### src/rtl/dodq_pkg.sv
`timescale 1ns / 1ps
`default_nettype none
// ----------------------------------------------------------------------------
// dodq_pkg: shared types and constants of the deadline-ordered delay queue
// Holds the request and result structs, codes and the front/back command.
// ----------------------------------------------------------------------------
package dodq_pkg;

  localparam int unsigned TimeW     = 48;
  localparam int unsigned HandleW   = 16;
  localparam int unsigned QueueW    = 8;
  localparam int unsigned CountW    = 7;
  localparam int unsigned DepthDef  = 16;
  localparam int unsigned MaxRel    = 16;
  localparam logic [TimeW-1:0] MaxFutureReset = 48'd31536000000;

  typedef enum logic [1:0] {
    OP_SUBMIT = 2'd0,
    OP_TICK   = 2'd1,
    OP_STOP   = 2'd2,
    OP_NONE   = 2'd3
  } op_e;

  typedef enum logic [2:0] {
    DISP_IMMEDIATE = 3'd0,
    DISP_RELEASED  = 3'd1,
    DISP_DROPPED   = 3'd2,
    DISP_REJECTED  = 3'd3,
    DISP_STOP      = 3'd4
  } disp_e;

  typedef struct packed {
    logic [1:0]         operation;
    logic [HandleW-1:0] message_handle;
    logic [QueueW-1:0]  queue_id;
    logic [TimeW-1:0]   deliver_at;
    logic               persistent;
    logic [TimeW-1:0]   now_ms;
  } req_t;

  typedef struct packed {
    logic [HandleW-1:0] out_handle;
    logic [QueueW-1:0]  out_queue;
    logic [2:0]         disposition;
    logic               deadline_cleared;
    logic [CountW-1:0]  discarded_count;
    logic               last;
  } res_t;

  // Work handed from the front to the back
  typedef enum logic [1:0] {
    CMD_EMIT   = 2'd0,
    CMD_INSERT = 2'd1,
    CMD_TICK   = 2'd2,
    CMD_STOP   = 2'd3
  } cmd_e;

  typedef struct packed {
    cmd_e               cmd;
    logic [HandleW-1:0] handle;
    logic [QueueW-1:0]  queue;
    logic [TimeW-1:0]   time_val;
    logic [2:0]         disp;
    logic               cleared;
  } cmd_t;

  typedef enum logic [1:0] {
    ST_IDLE,
    ST_SCAN,
    ST_RELEASE,
    ST_SHIFT
  } back_state_e;

endpackage
`default_nettype wire

### src/rtl/deadline_ordered_delay_queue_top.sv
`timescale 1ns / 1ps
`default_nettype none
// ----------------------------------------------------------------------------
// deadline_ordered_delay_queue_top: delayed message queue ordered by deadline
// Front classifier, one-command queue and sorted-store back end.
// ----------------------------------------------------------------------------
// A submit or stop has its result in the output register after it passes
// the front's command register; a stored submit gives no result. A tick
// walks the head of the sorted store and sends each due entry as a result,
// then shifts the store; the last released entry carries last. A command
// waits in the front while the output register holds an unaccepted result.
// The store keeps Depth entries; a full store rejects further submits.
module deadline_ordered_delay_queue_top #(
  parameter int unsigned Depth = dodq_pkg::DepthDef
) (
  input  wire logic                       clk_i,
  input  wire logic                       rst_ni,
  input  wire logic                       in_valid_i,
  input  wire dodq_pkg::req_t             in_data_i,
  output logic                            in_stall_o,
  output logic                            out_valid_o,
  output dodq_pkg::res_t                  out_data_o,
  input  wire logic                       out_stall_i,
  input  wire logic                       cfg_valid_i,
  input  wire logic [dodq_pkg::TimeW-1:0] cfg_data_i,
  output logic                            cfg_ready_o
);

  logic [dodq_pkg::TimeW-1:0] max_future_q;
  logic                       cmd_valid, cmd_take;
  dodq_pkg::cmd_t             cmd;

  // Hold the bound register
  assign cfg_ready_o = 1'b1;
  always_ff @(posedge clk_i or negedge rst_ni) begin
    if (!rst_ni) begin
      max_future_q <= dodq_pkg::MaxFutureReset;
    end else if (cfg_valid_i) begin
      max_future_q <= cfg_data_i;
    end
  end

  dodq_front u_front (
    .clk_i        (clk_i),
    .rst_ni       (rst_ni),
    .max_future_i (max_future_q),
    .req_valid_i  (in_valid_i),
    .req_i        (in_data_i),
    .req_stall_o  (in_stall_o),
    .cmd_valid_o  (cmd_valid),
    .cmd_o        (cmd),
    .cmd_take_i   (cmd_take)
  );

  dodq_back #(.Depth(Depth)) u_back (
    .clk_i       (clk_i),
    .rst_ni      (rst_ni),
    .cmd_valid_i (cmd_valid),
    .cmd_i       (cmd),
    .cmd_take_o  (cmd_take),
    .res_valid_o (out_valid_o),
    .res_o       (out_data_o),
    .res_stall_i (out_stall_i)
  );

  // A stop report never counts more than the store holds
  assert property (@(posedge clk_i) disable iff (!rst_ni)
    out_valid_o && out_data_o.disposition == dodq_pkg::DISP_STOP |->
      out_data_o.discarded_count <= dodq_pkg::CountW'(Depth))
    else $error("stop count exceeds depth");

  // Only stop reports carry a count
  assert property (@(posedge clk_i) disable iff (!rst_ni)
    out_valid_o && out_data_o.disposition != dodq_pkg::DISP_STOP |->
      out_data_o.discarded_count == '0)
    else $error("count on non-stop result");

  // Released entries are never marked cleared
  assert property (@(posedge clk_i) disable iff (!rst_ni)
    out_valid_o && out_data_o.disposition == dodq_pkg::DISP_RELEASED |->
      !out_data_o.deadline_cleared)
    else $error("released entry marked cleared");

endmodule
`default_nettype wire

### src/rtl/dodq_front.sv
`timescale 1ns / 1ps
`default_nettype none
// ----------------------------------------------------------------------------
// dodq_front: request classifier
// Compares the deadline against now and the bound, tracks the stop flag and
// turns each submit, tick or stop request into a command for the back end.
// ----------------------------------------------------------------------------
module dodq_front (
  input  wire logic               clk_i,
  input  wire logic               rst_ni,
  input  wire logic [dodq_pkg::TimeW-1:0] max_future_i,
  input  wire logic               req_valid_i,
  input  wire dodq_pkg::req_t     req_i,
  output logic                    req_stall_o,
  output logic                    cmd_valid_o,
  output dodq_pkg::cmd_t          cmd_o,
  input  wire logic               cmd_take_i
);

  logic           stopped_q, stopped_d;
  logic           full_q, full_d;
  dodq_pkg::cmd_t cmd_q, cmd_d;
  logic           fire;
  logic           later, over, immediate;
  logic [dodq_pkg::TimeW-1:0] span;

  // One-entry queue toward the back end
  assign req_stall_o = full_q && !cmd_take_i;
  assign fire        = req_valid_i && !req_stall_o;
  assign cmd_valid_o = full_q;
  assign cmd_o       = cmd_q;

  // Classify the request
  always_comb begin
    later     = req_i.deliver_at > req_i.now_ms;
    span      = req_i.deliver_at - req_i.now_ms;
    over      = later && (span > max_future_i);
    immediate = over || !later;
    cmd_d            = cmd_q;
    cmd_d.handle     = req_i.message_handle;
    cmd_d.queue      = req_i.queue_id;
    cmd_d.time_val   = req_i.now_ms;
    cmd_d.cleared    = 1'b0;
    cmd_d.disp       = dodq_pkg::DISP_IMMEDIATE;
    cmd_d.cmd        = dodq_pkg::CMD_EMIT;
    stopped_d        = stopped_q;
    full_d           = full_q && !cmd_take_i;
    if (fire) begin
      unique case (dodq_pkg::op_e'(req_i.operation))
        dodq_pkg::OP_SUBMIT: begin
          full_d = 1'b1;
          if (immediate) begin
            cmd_d.cleared = over;
          end else if (stopped_q) begin
            cmd_d.disp = req_i.persistent ? dodq_pkg::DISP_DROPPED
                                          : dodq_pkg::DISP_IMMEDIATE;
          end else begin
            cmd_d.cmd      = dodq_pkg::CMD_INSERT;
            cmd_d.time_val = req_i.deliver_at;
          end
        end
        dodq_pkg::OP_TICK: begin
          full_d    = 1'b1;
          cmd_d.cmd = dodq_pkg::CMD_TICK;
        end
        dodq_pkg::OP_STOP: begin
          full_d    = 1'b1;
          cmd_d.cmd = dodq_pkg::CMD_STOP;
          stopped_d = 1'b1;
        end
        default: ;
      endcase
    end
  end

  always_ff @(posedge clk_i or negedge rst_ni) begin
    if (!rst_ni) begin
      stopped_q <= 1'b0;
      full_q    <= 1'b0;
    end else begin
      stopped_q <= stopped_d;
      full_q    <= full_d;
    end
  end

  always_ff @(posedge clk_i) begin
    if (fire) begin
      cmd_q <= cmd_d;
    end
  end

endmodule
`default_nettype wire

### src/rtl/dodq_back.sv
`timescale 1ns / 1ps
`default_nettype none
// ----------------------------------------------------------------------------
// dodq_back: ordered store and result sequencer
// Keeps entries sorted by deadline as a shift array, inserts, releases due
// entries from the head and discards everything on stop.
// ----------------------------------------------------------------------------
module dodq_back #(
  parameter int unsigned Depth = dodq_pkg::DepthDef
) (
  input  wire logic           clk_i,
  input  wire logic           rst_ni,
  input  wire logic           cmd_valid_i,
  input  wire dodq_pkg::cmd_t cmd_i,
  output logic                cmd_take_o,
  output logic                res_valid_o,
  output dodq_pkg::res_t      res_o,
  input  wire logic           res_stall_i
);

  localparam int unsigned CntW = $clog2(Depth + 1);
  localparam int unsigned RelW = $clog2(dodq_pkg::MaxRel + 1);

  logic [dodq_pkg::TimeW-1:0]   dl_q  [Depth];
  logic [dodq_pkg::HandleW-1:0] hd_q  [Depth];
  logic [dodq_pkg::QueueW-1:0]  qu_q  [Depth];
  logic [CntW-1:0]              cnt_q, cnt_d;
  logic [RelW-1:0]              rel_q, rel_d;
  dodq_pkg::back_state_e        state_q, state_d;
  logic [dodq_pkg::TimeW-1:0]   now_q;
  logic                         out_full_q, out_full_d;
  dodq_pkg::res_t               res_q, res_d;
  logic                         out_free;
  logic                         head_due, more_due;
  logic [Depth-1:0]             gt;
  logic                         do_insert, do_shift;

  assign out_free    = !out_full_q || !res_stall_i;
  assign res_valid_o = out_full_q;
  assign res_o       = res_q;

  // Head is due while entries remain and the release limit is not hit
  assign head_due = (cnt_q != '0) && (dl_q[0] <= now_q)
                    && (rel_q < RelW'(dodq_pkg::MaxRel));
  // A release after the current one would also be due
  assign more_due = (cnt_q > CntW'(1)) && (dl_q[1] <= now_q)
                    && (rel_q + RelW'(1) < RelW'(dodq_pkg::MaxRel));

  // Entries that must move up on insert: strictly later deadline
  always_comb begin
    for (int i = 0; i < Depth; i++) begin
      gt[i] = (CntW'(i) < cnt_q) && (dl_q[i] > cmd_i.time_val);
    end
  end

  // Next state
  always_comb begin
    state_d = state_q;
    unique case (state_q)
      dodq_pkg::ST_IDLE: begin
        if (cmd_valid_i && out_free && cmd_i.cmd == dodq_pkg::CMD_TICK) begin
          state_d = dodq_pkg::ST_SCAN;
        end
      end
      dodq_pkg::ST_SCAN: begin
        if (head_due) begin
          if (out_free) state_d = dodq_pkg::ST_SHIFT;
        end else begin
          state_d = dodq_pkg::ST_IDLE;
        end
      end
      dodq_pkg::ST_SHIFT:   state_d = dodq_pkg::ST_SCAN;
      dodq_pkg::ST_RELEASE: state_d = dodq_pkg::ST_IDLE;
      default:              state_d = dodq_pkg::ST_IDLE;
    endcase
  end

  // Outputs and counters; take a command only while the result slot is free
  always_comb begin
    cmd_take_o = 1'b0;
    out_full_d = out_full_q && res_stall_i;
    res_d      = res_q;
    cnt_d      = cnt_q;
    rel_d      = rel_q;
    do_insert  = 1'b0;
    do_shift   = 1'b0;
    unique case (state_q)
      dodq_pkg::ST_IDLE: begin
        if (cmd_valid_i && out_free) begin
          res_d.out_handle       = cmd_i.handle;
          res_d.out_queue        = cmd_i.queue;
          res_d.disposition      = cmd_i.disp;
          res_d.deadline_cleared = cmd_i.cleared;
          res_d.discarded_count  = '0;
          res_d.last             = 1'b1;
          unique case (cmd_i.cmd)
            dodq_pkg::CMD_EMIT: begin
              if (out_free) begin
                cmd_take_o = 1'b1;
                out_full_d = 1'b1;
              end
            end
            dodq_pkg::CMD_INSERT: begin
              if (cnt_q >= CntW'(Depth)) begin
                res_d.disposition = dodq_pkg::DISP_REJECTED;
                if (out_free) begin
                  cmd_take_o = 1'b1;
                  out_full_d = 1'b1;
                end
              end else begin
                cmd_take_o = 1'b1;
                do_insert  = 1'b1;
                cnt_d      = cnt_q + CntW'(1);
              end
            end
            dodq_pkg::CMD_TICK: begin
              cmd_take_o = 1'b1;
              rel_d      = '0;
            end
            dodq_pkg::CMD_STOP: begin
              res_d.out_handle       = '0;
              res_d.out_queue        = '0;
              res_d.disposition      = dodq_pkg::DISP_STOP;
              res_d.deadline_cleared = 1'b0;
              res_d.discarded_count  = dodq_pkg::CountW'(cnt_q);
              if (out_free) begin
                cmd_take_o = 1'b1;
                out_full_d = 1'b1;
                cnt_d      = '0;
              end
            end
            default: ;
          endcase
        end
      end
      dodq_pkg::ST_SCAN: begin
        if (head_due && out_free) begin
          res_d.out_handle       = hd_q[0];
          res_d.out_queue        = qu_q[0];
          res_d.disposition      = dodq_pkg::DISP_RELEASED;
          res_d.deadline_cleared = 1'b0;
          res_d.discarded_count  = '0;
          res_d.last             = !more_due;
          out_full_d             = 1'b1;
        end
      end
      dodq_pkg::ST_SHIFT: begin
        do_shift = 1'b1;
        cnt_d    = cnt_q - CntW'(1);
        rel_d    = rel_q + RelW'(1);
      end
      default: ;
    endcase
  end

  always_ff @(posedge clk_i or negedge rst_ni) begin
    if (!rst_ni) begin
      state_q    <= dodq_pkg::ST_IDLE;
      cnt_q      <= '0;
      rel_q      <= '0;
      out_full_q <= 1'b0;
    end else begin
      state_q    <= state_d;
      cnt_q      <= cnt_d;
      rel_q      <= rel_d;
      out_full_q <= out_full_d;
    end
  end

  // Payload: result register, tick time, sorted store
  always_ff @(posedge clk_i) begin
    res_q <= res_d;
    if (state_q == dodq_pkg::ST_IDLE && cmd_valid_i && out_free &&
        cmd_i.cmd == dodq_pkg::CMD_TICK) begin
      now_q <= cmd_i.time_val;
    end
    for (int i = 0; i < Depth; i++) begin
      if (do_shift) begin
        if (i + 1 < Depth) begin
          dl_q[i] <= dl_q[(i + 1) % Depth];
          hd_q[i] <= hd_q[(i + 1) % Depth];
          qu_q[i] <= qu_q[(i + 1) % Depth];
        end
      end else if (do_insert) begin
        if (gt[i]) begin
          if (i + 1 < Depth) begin
            dl_q[(i + 1) % Depth] <= dl_q[i];
            hd_q[(i + 1) % Depth] <= hd_q[i];
            qu_q[(i + 1) % Depth] <= qu_q[i];
          end
        end
        // Slot where the new entry lands: first later entry or end of list
        if ((CntW'(i) <= cnt_q) &&
            ((i == 0) ? 1'b1 : !gt[(i + Depth - 1) % Depth]) &&
            ((CntW'(i) == cnt_q) || gt[i])) begin
          dl_q[i] <= cmd_i.time_val;
          hd_q[i] <= cmd_i.handle;
          qu_q[i] <= cmd_i.queue;
        end
      end
    end
  end

endmodule
`default_nettype wire
### config.mk
export PLATFORM = sky130hd
export DESIGN_NAME = deadline_ordered_delay_queue_top
export DESIGN_NICKNAME = d
export VERILOG_FILES = /design/src/rtl/dodq_pkg.sv /design/src/rtl/deadline_ordered_delay_queue_top.sv /design/src/rtl/dodq_front.sv /design/src/rtl/dodq_back.sv
export SDC_FILE = /design/constraint.sdc
export NUM_CORES = 2
export LEC_CHECK = 0
export BUFFER_PORTS_ARGS = -buffer_cell sky130_fd_sc_hd__buf_2
export CORE_MARGIN = 5
export CORE_UTILIZATION = 50
export CTS_CLUSTER_DIAMETER = 30
export DETAILED_ROUTE_END_ITERATION = 16
export HOLD_SLACK_MARGIN = 0.15
export PLACE_DENSITY_LB_ADDON = 0.15
export SLEW_MARGIN = 10
export SYNTH_ARGS = -nofsm -noshare
export SYNTH_HDL_FRONTEND = slang
export SYNTH_SLANG_ARGS = --single-unit
### constraint.sdc
create_clock -name clk_i -period 14.4 [get_ports clk_i]
set_clock_uncertainty 0.1 [all_clocks]
set_input_delay 0 -clock clk_i [delete_from_list [all_inputs] [get_ports clk_i]]
set_output_delay 0 -clock clk_i [all_outputs]
set_load 0.05 [all_outputs]
Word level (Yosys, flattened, before mapping):

Memory sizes are Yosys's and may differ from the RTL's.
Cells that the tools add are included.

* register bits after elaboration: 225
* memory bits (writable): 1152
* input bits: 176
* output and inout port bits: 39
* logic and storage cells: 584
* memories kept: 3

* $add $sub $neg: 4
* $lt $le $gt $ge: 56
* eq/ne operators: 31
* mux-type cells: 262
* bitwise operators: 92
* reduce and logical (&&, ||, !) cells: 116

Memory list
* u_back.dl_q: depth 16, bits a word 48, read ports 16, clocked after memory_dff 0, wr ports 16, line dodq_back.sv:24 `logic [dodq_pkg::TimeW-1:0] dl_q [Depth];`
* u_back.hd_q: depth 16, bits a word 16, read ports 16, clocked after memory_dff 0, wr ports 16, line dodq_back.sv:25 `logic [dodq_pkg::HandleW-1:0] hd_q [Depth];`
* u_back.qu_q: depth 16, bits a word 8, read ports 16, clocked after memory_dff 0, wr ports 16, line dodq_back.sv:26 `logic [dodq_pkg::QueueW-1:0] qu_q [Depth];`

Operators with widths (number)
* $mux 48: 31
* $gt 48x48->1: 18
* $mux 16: 30
* $mux 8: 31
* $mux 1: 143
* $le 48x48->1: 2
* $or 1x1->1: 90
* $mux 36: 2
* $pmux 36 s2: 1
* $logic_and 1x1->1: 61
* $mux 52: 1
* $mux 51: 1
* $sub 48x48->48: 1
* $eq 4x5->1 const A: 8
* $le 4x5->1 const A: 8
* $lt 4x5->1 const A: 8
* $pmux 5 s2: 3
* $mux 5: 5
* $mux 24: 1
* $logic_not 1->1: 21
* $eq 3x5->1 const A: 4
* $le 3x5->1 const A: 4
* $lt 3x5->1 const A: 4
* $logic_or 1x1->1: 18
* other kinds (33): 65

Logic depth before layout (Yosys ltp):

* word-level depth: 12
* gate-level depth with buffers: 25
* gate-level depth less buffers: 23

Modules after synthesis:

A second synthesis with hierarchy kept.

* cells, all modules: 7549
* area total of the unflattened synthesis: 89393.2 um^2

By module, submodules not included
* dodq_back: instances 1, cells an instance 6673, area each 80215.7 um^2, seq. area each 37380.9 um^2
* dodq_front: instances 1, cells an instance 773, area each 7287.0 um^2, seq. area each 2332.2 um^2
* deadline_ordered_delay_queue_top: instances 1, cells an instance 103, area each 1890.6 um^2, seq. area each 1219.9 um^2

Worst setup path after synthesis:

Ideal clock, no wire load.

* path type: reg2reg
* start point: register u_front.cmd_q, in the netlist u_front.cmd_o[47]
* end point: memory u_back.dl_q[1][144] in the netlist's numbering, enable pin
* setup time: 0.601 ns
* arrival: 8.098 ns
* required time: 13.699 ns
* setup slack: 5.601 ns
* stages on the path, launching flop included: 13
* path buffers: 1
* clock period less this slack: 8.799 ns
* path through: edfxtp_1 -> inv_1 -> clkbuf_1 -> ha_1 -> nand4_1 -> nor2_1 -> inv_1 -> or3_1 -> or4_1 -> o221a_1 -> nor2_2 -> nor3_1 -> o21ai_0

RTL lines
* start: declaration: line dodq_front.sv:22 `dodq_pkg::cmd_t cmd_q, cmd_d;`
* start signal: assignment: line dodq_front.sv:88 `cmd_q <= cmd_d;`
* end: declaration: line dodq_back.sv:24

==> flow_summary.yaml <==
detailed_routing:
  wl_mm: 296.8
  dr_total_vias: 65590
  wire_per_inst_um: 28.17
  drc: 0
  drtIter0Drc: 5608
  vias_per_cell: 6.224
  ant_nets: 0
  firstDrtPassIters: 7
cells_and_area:
  final_common_cell: "mux2i_1"
  final_cell_mix: "mux2i_1 (1321), edfxtp_1 (1310), ha_1 (925)"
  utilization: 0.6240
  layout.cells.non_filler: 10540
  syn2layout_area_growth_pct: 24.02
  nets: 8975
  multi_input_area_um2: 46740
  drive_gt1_frac: 0.2319
  nFillCells: 13540
  final-seq-area_um2: 40930
timing:
  worst_slew_pin_slew_ns: 1.282
  fmax_mhz: 132.3
  rsz0062_at_grt: "no"
  slew_headroom: 0.1320
  min_period_over_period: 0.5250
  hold_viol: 0
  period_minus_slack_ns: 7.560
  drv_slew: 0
  setup_tns_ns: 0
  setup_viol: 0
logic_synthesis:
  yosys_warnings: 0
  synth-edff-count: 1310
  synth-async-reset-ratio: 0.04588
  syn_avg_cell_area_um2: 12.80
  syn_area_um2: 89880
  ys_types: 85
  yosysSeqAreaShare: 0.4554
  netlist_instances: 7019
  ys.flop_type: "edfxtp_1"
  ys_ff_latch: 1373
floorplan:
  die_h_um: 434.0
  die_area_um2: 188300
  initial_core_util: 0.5032
  fp-row-count: 155
  io_pins: 215
  core_um2: 178600
  dieWidth_um: 434.0
clock_network:
  cts_inserted_buffers: 385
  htreeDepth: 5
  clk_pin_slew_ns: 0.04
  cts_num_sinks: 1373
  insertion_delay_ns: 0.96
  cts_tree: "built"
  clk_path_buf_depth: 4
  root_buffer: "clkbuf_16"
  cts_resized: 0
worst_setup_path:
  worstPathMaxFanout: 37
  timing.critical_path.mode_cell: "o211ai_1"
  cp-end-kind: "flop"
  cp.required_ns: 14.95
  critPathSlowestCell: "o311ai_0"
  r2r-end: "u_back.hd_q[6][13]$_DFFE_PP_"
  cp_slowest_stage_delay_ns: 0.83
  rrSetupSlack_ns: 7.80
  cp-start-kind: "input port"
  path_class: "input port to flop"
  r2r_cells: 14
  timing.rr.start: "u_front.cmd_o[6]$_DFFE_PP_"
  crit_chain: "dlygate4sd3_1 -> buf_2 -> inv_1 -> ha_1 -> and3_1 -> a211o_1 -> a31oi_1 -> o21ai_1 -> o311ai_0 -> a21boi_0 -> o211ai_1 -> nand3b_1 -> ha_1 -> nand4_1 -> nor4_1 -> nand3_1 -> o211ai_1 -> o211ai_1 -> a211oi_1 -> nor2b_4 -> buf_4 -> mux2_2 -> dlygate4sd3_1"
  cp.arrival_ns: 8.11
min_path:
  whs_path_depth: 3
  holdPathEnd: "u_front.cmd_o[57]$_DFFE_PP_"
  min_path_type: "input port to flop"
  min_from: "in_data_i[102]"
global_routing:
  grt_overflow_total: 0
  grtUsageTotal: 0.3094
  grt_pass1_wl_mm: 436.8
  grt_max_degree: 175
  grt_pass1_vias: 66920
  antenna_found_initial: 9
placement:
  placed_cells: 9374
  dp_hpwl_mm: 198.3
  gp_congestion: 0.9401
  io_buffers: 211
run:
  maxCapViolations: 0
outcome:
  status: "completed"
power_and_ir_drop:
  powerDensity_nw_per_um2: 196.1
  p_leak_nw: 45.89
  p_total_mw: 21.86
  ir_worst_vdd_v: 0.0001517
[layout make-up]
| type | instances | area share |
|---|---|---|
| tap | 2355 | 0.02644 |
| sequential | 1373 | 0.3672 |
| inverter | 251 | 0.008453 |
| clock buffer | 465 | 0.09135 |
| multi-input combinational | 5039 | 0.4194 |
| antenna | 6 | 0.0001347 |
| timing repair buffer | 821 | 0.06185 |
| clock inverter | 227 | 0.02518 |
[cells in the mapped netlist, drive strengths merged (13+ instances only)]
cell	instances	share of area
dfrtp	48	0.013
o211ai	20	0.0017
a21oi	295	0.016
and4	13	0.0013
nand2	178	0.0074
nand3	49	0.0027
xor2	16	0.0016
o31ai	14	0.0012
ha	927	0.13
clkbuf	217	0.0091
nor2b	45	0.0032
xnor2	26	0.0025
o21ai	203	0.011
a211oi	24	0.0021
buf	140	0.0088
nor4	29	0.0021
nand2b	15	0.0010
inv	251	0.010
dfstp	15	0.0044
nor3	43	0.0024
nand4	203	0.014
a22o	27	0.0026
mux2	879	0.11
or2	23	0.0016
nor2	114	0.0048
mux2i	1321	0.15
edfxtp	1310	0.44
and3	16	0.0011
a21o	349	0.029
or3	13	0.00090
o21a	41	0.0034
and2	15	0.0010
[registers in the layout, indices dropped and copies added (netlist names)]
signal               cells
u_front.cmd_valid_o      1
u_back.hd_q            256
u_front.cmd_o           76
u_back.cnt_q             5
u_back.now_q            48
u_back.dl_q            768
u_back.rel_q             5
u_back.res_valid_o       1
u_back.state_q           2
u_front.stopped_q        1
max_future_q            48
u_back.qu_q            128
u_back.res_o            34
[per-stage QoR]
stage	setup slack (ns)	hold WS [ns]	cell area, µm²
floorplan	5.601	-0.3956	89880
global placement	7.347	-0.1520	93770
detailed placement	7.246	-0.1465	93790
CTS	7.131	0.1514	111400
global route	6.384	0.1940	111400
finish	6.840	0.2180	111500
[layer usage]
layer,wire length [µm],up-vias,track usage
met5,11,-,0
met3,22000,628,0.05820
met2,133500,2616,0.4854
met4,13560,2,0.1327
met1,127800,33180,0.4213
li1,-,29160,-
[what timing repair did]
| action | 4_1_cts | 5_1_grt |
|---|---|---|
| hold endpoints to repair | 250 | 0 |
| hold buffers | 465 | 0 |
| setup buffers | 0 | 0 |
[how the worst max path moves through the flow]
stage / startpoint / end / slack, ns / cells after the start
6_report: in_data_i[2] / u_front.cmd_o[28]$_DFFE_PP_ / 6.84 / 23
3_5_place_dp: in_data_i[3] / u_front.cmd_o[44]$_DFFE_PP_ / 7.25 / 21
5_1_grt: in_data_i[2] / u_front.cmd_o[28]$_DFFE_PP_ / 6.38 / 23
2_1_floorplan: u_front.cmd_o[47]$_DFFE_PP_ / u_back.dl_q[1][144]$_DFFE_PP_ / 5.60 / 12
3_3_place_gp: in_data_i[3] / u_front.cmd_o[31]$_DFFE_PP_ / 7.35 / 22
4_1_cts: in_data_i[2] / u_front.cmd_o[30]$_DFFE_PP_ / 7.13 / 23
[power by group]
part | switching, mW | total [mW] | leakage [nW] | internal (mW)
sequential | 0.899 | 6.78 | 12.8 | 5.88
clock | 2.53 | 8.61 | 6.32 | 6.07
combinational | 3.79 | 6.47 | 26.8 | 2.69
[critical path: cells and delay by family]
family / cells / cell delay [ns]
multiplexers: 1 / 0.42
AND/OR/NAND/NOR: 6 / 1.71
buffers and inverters: 5 / 1.84
AO/OA/AOI/OAI: 9 / 3.43
adder cells (fa/ha/maj): 2 / 0.65
[cell families after synthesis]
group / count (synthesis) / share of synthesized area
XOR/XNOR: 42 / 0.004093
flip-flops: 1373 / 0.4554
buffers and inverters: 608 / 0.02830
multiplexers: 2200 / 0.2582
AO/OA/AOI/OAI: 1091 / 0.07914
other: 2 / 0.00008356
AND/OR/NAND/NOR: 775 / 0.04547
adder cells (fa/ha/maj): 928 / 0.1293
Power figures use the tool's default switching activity.
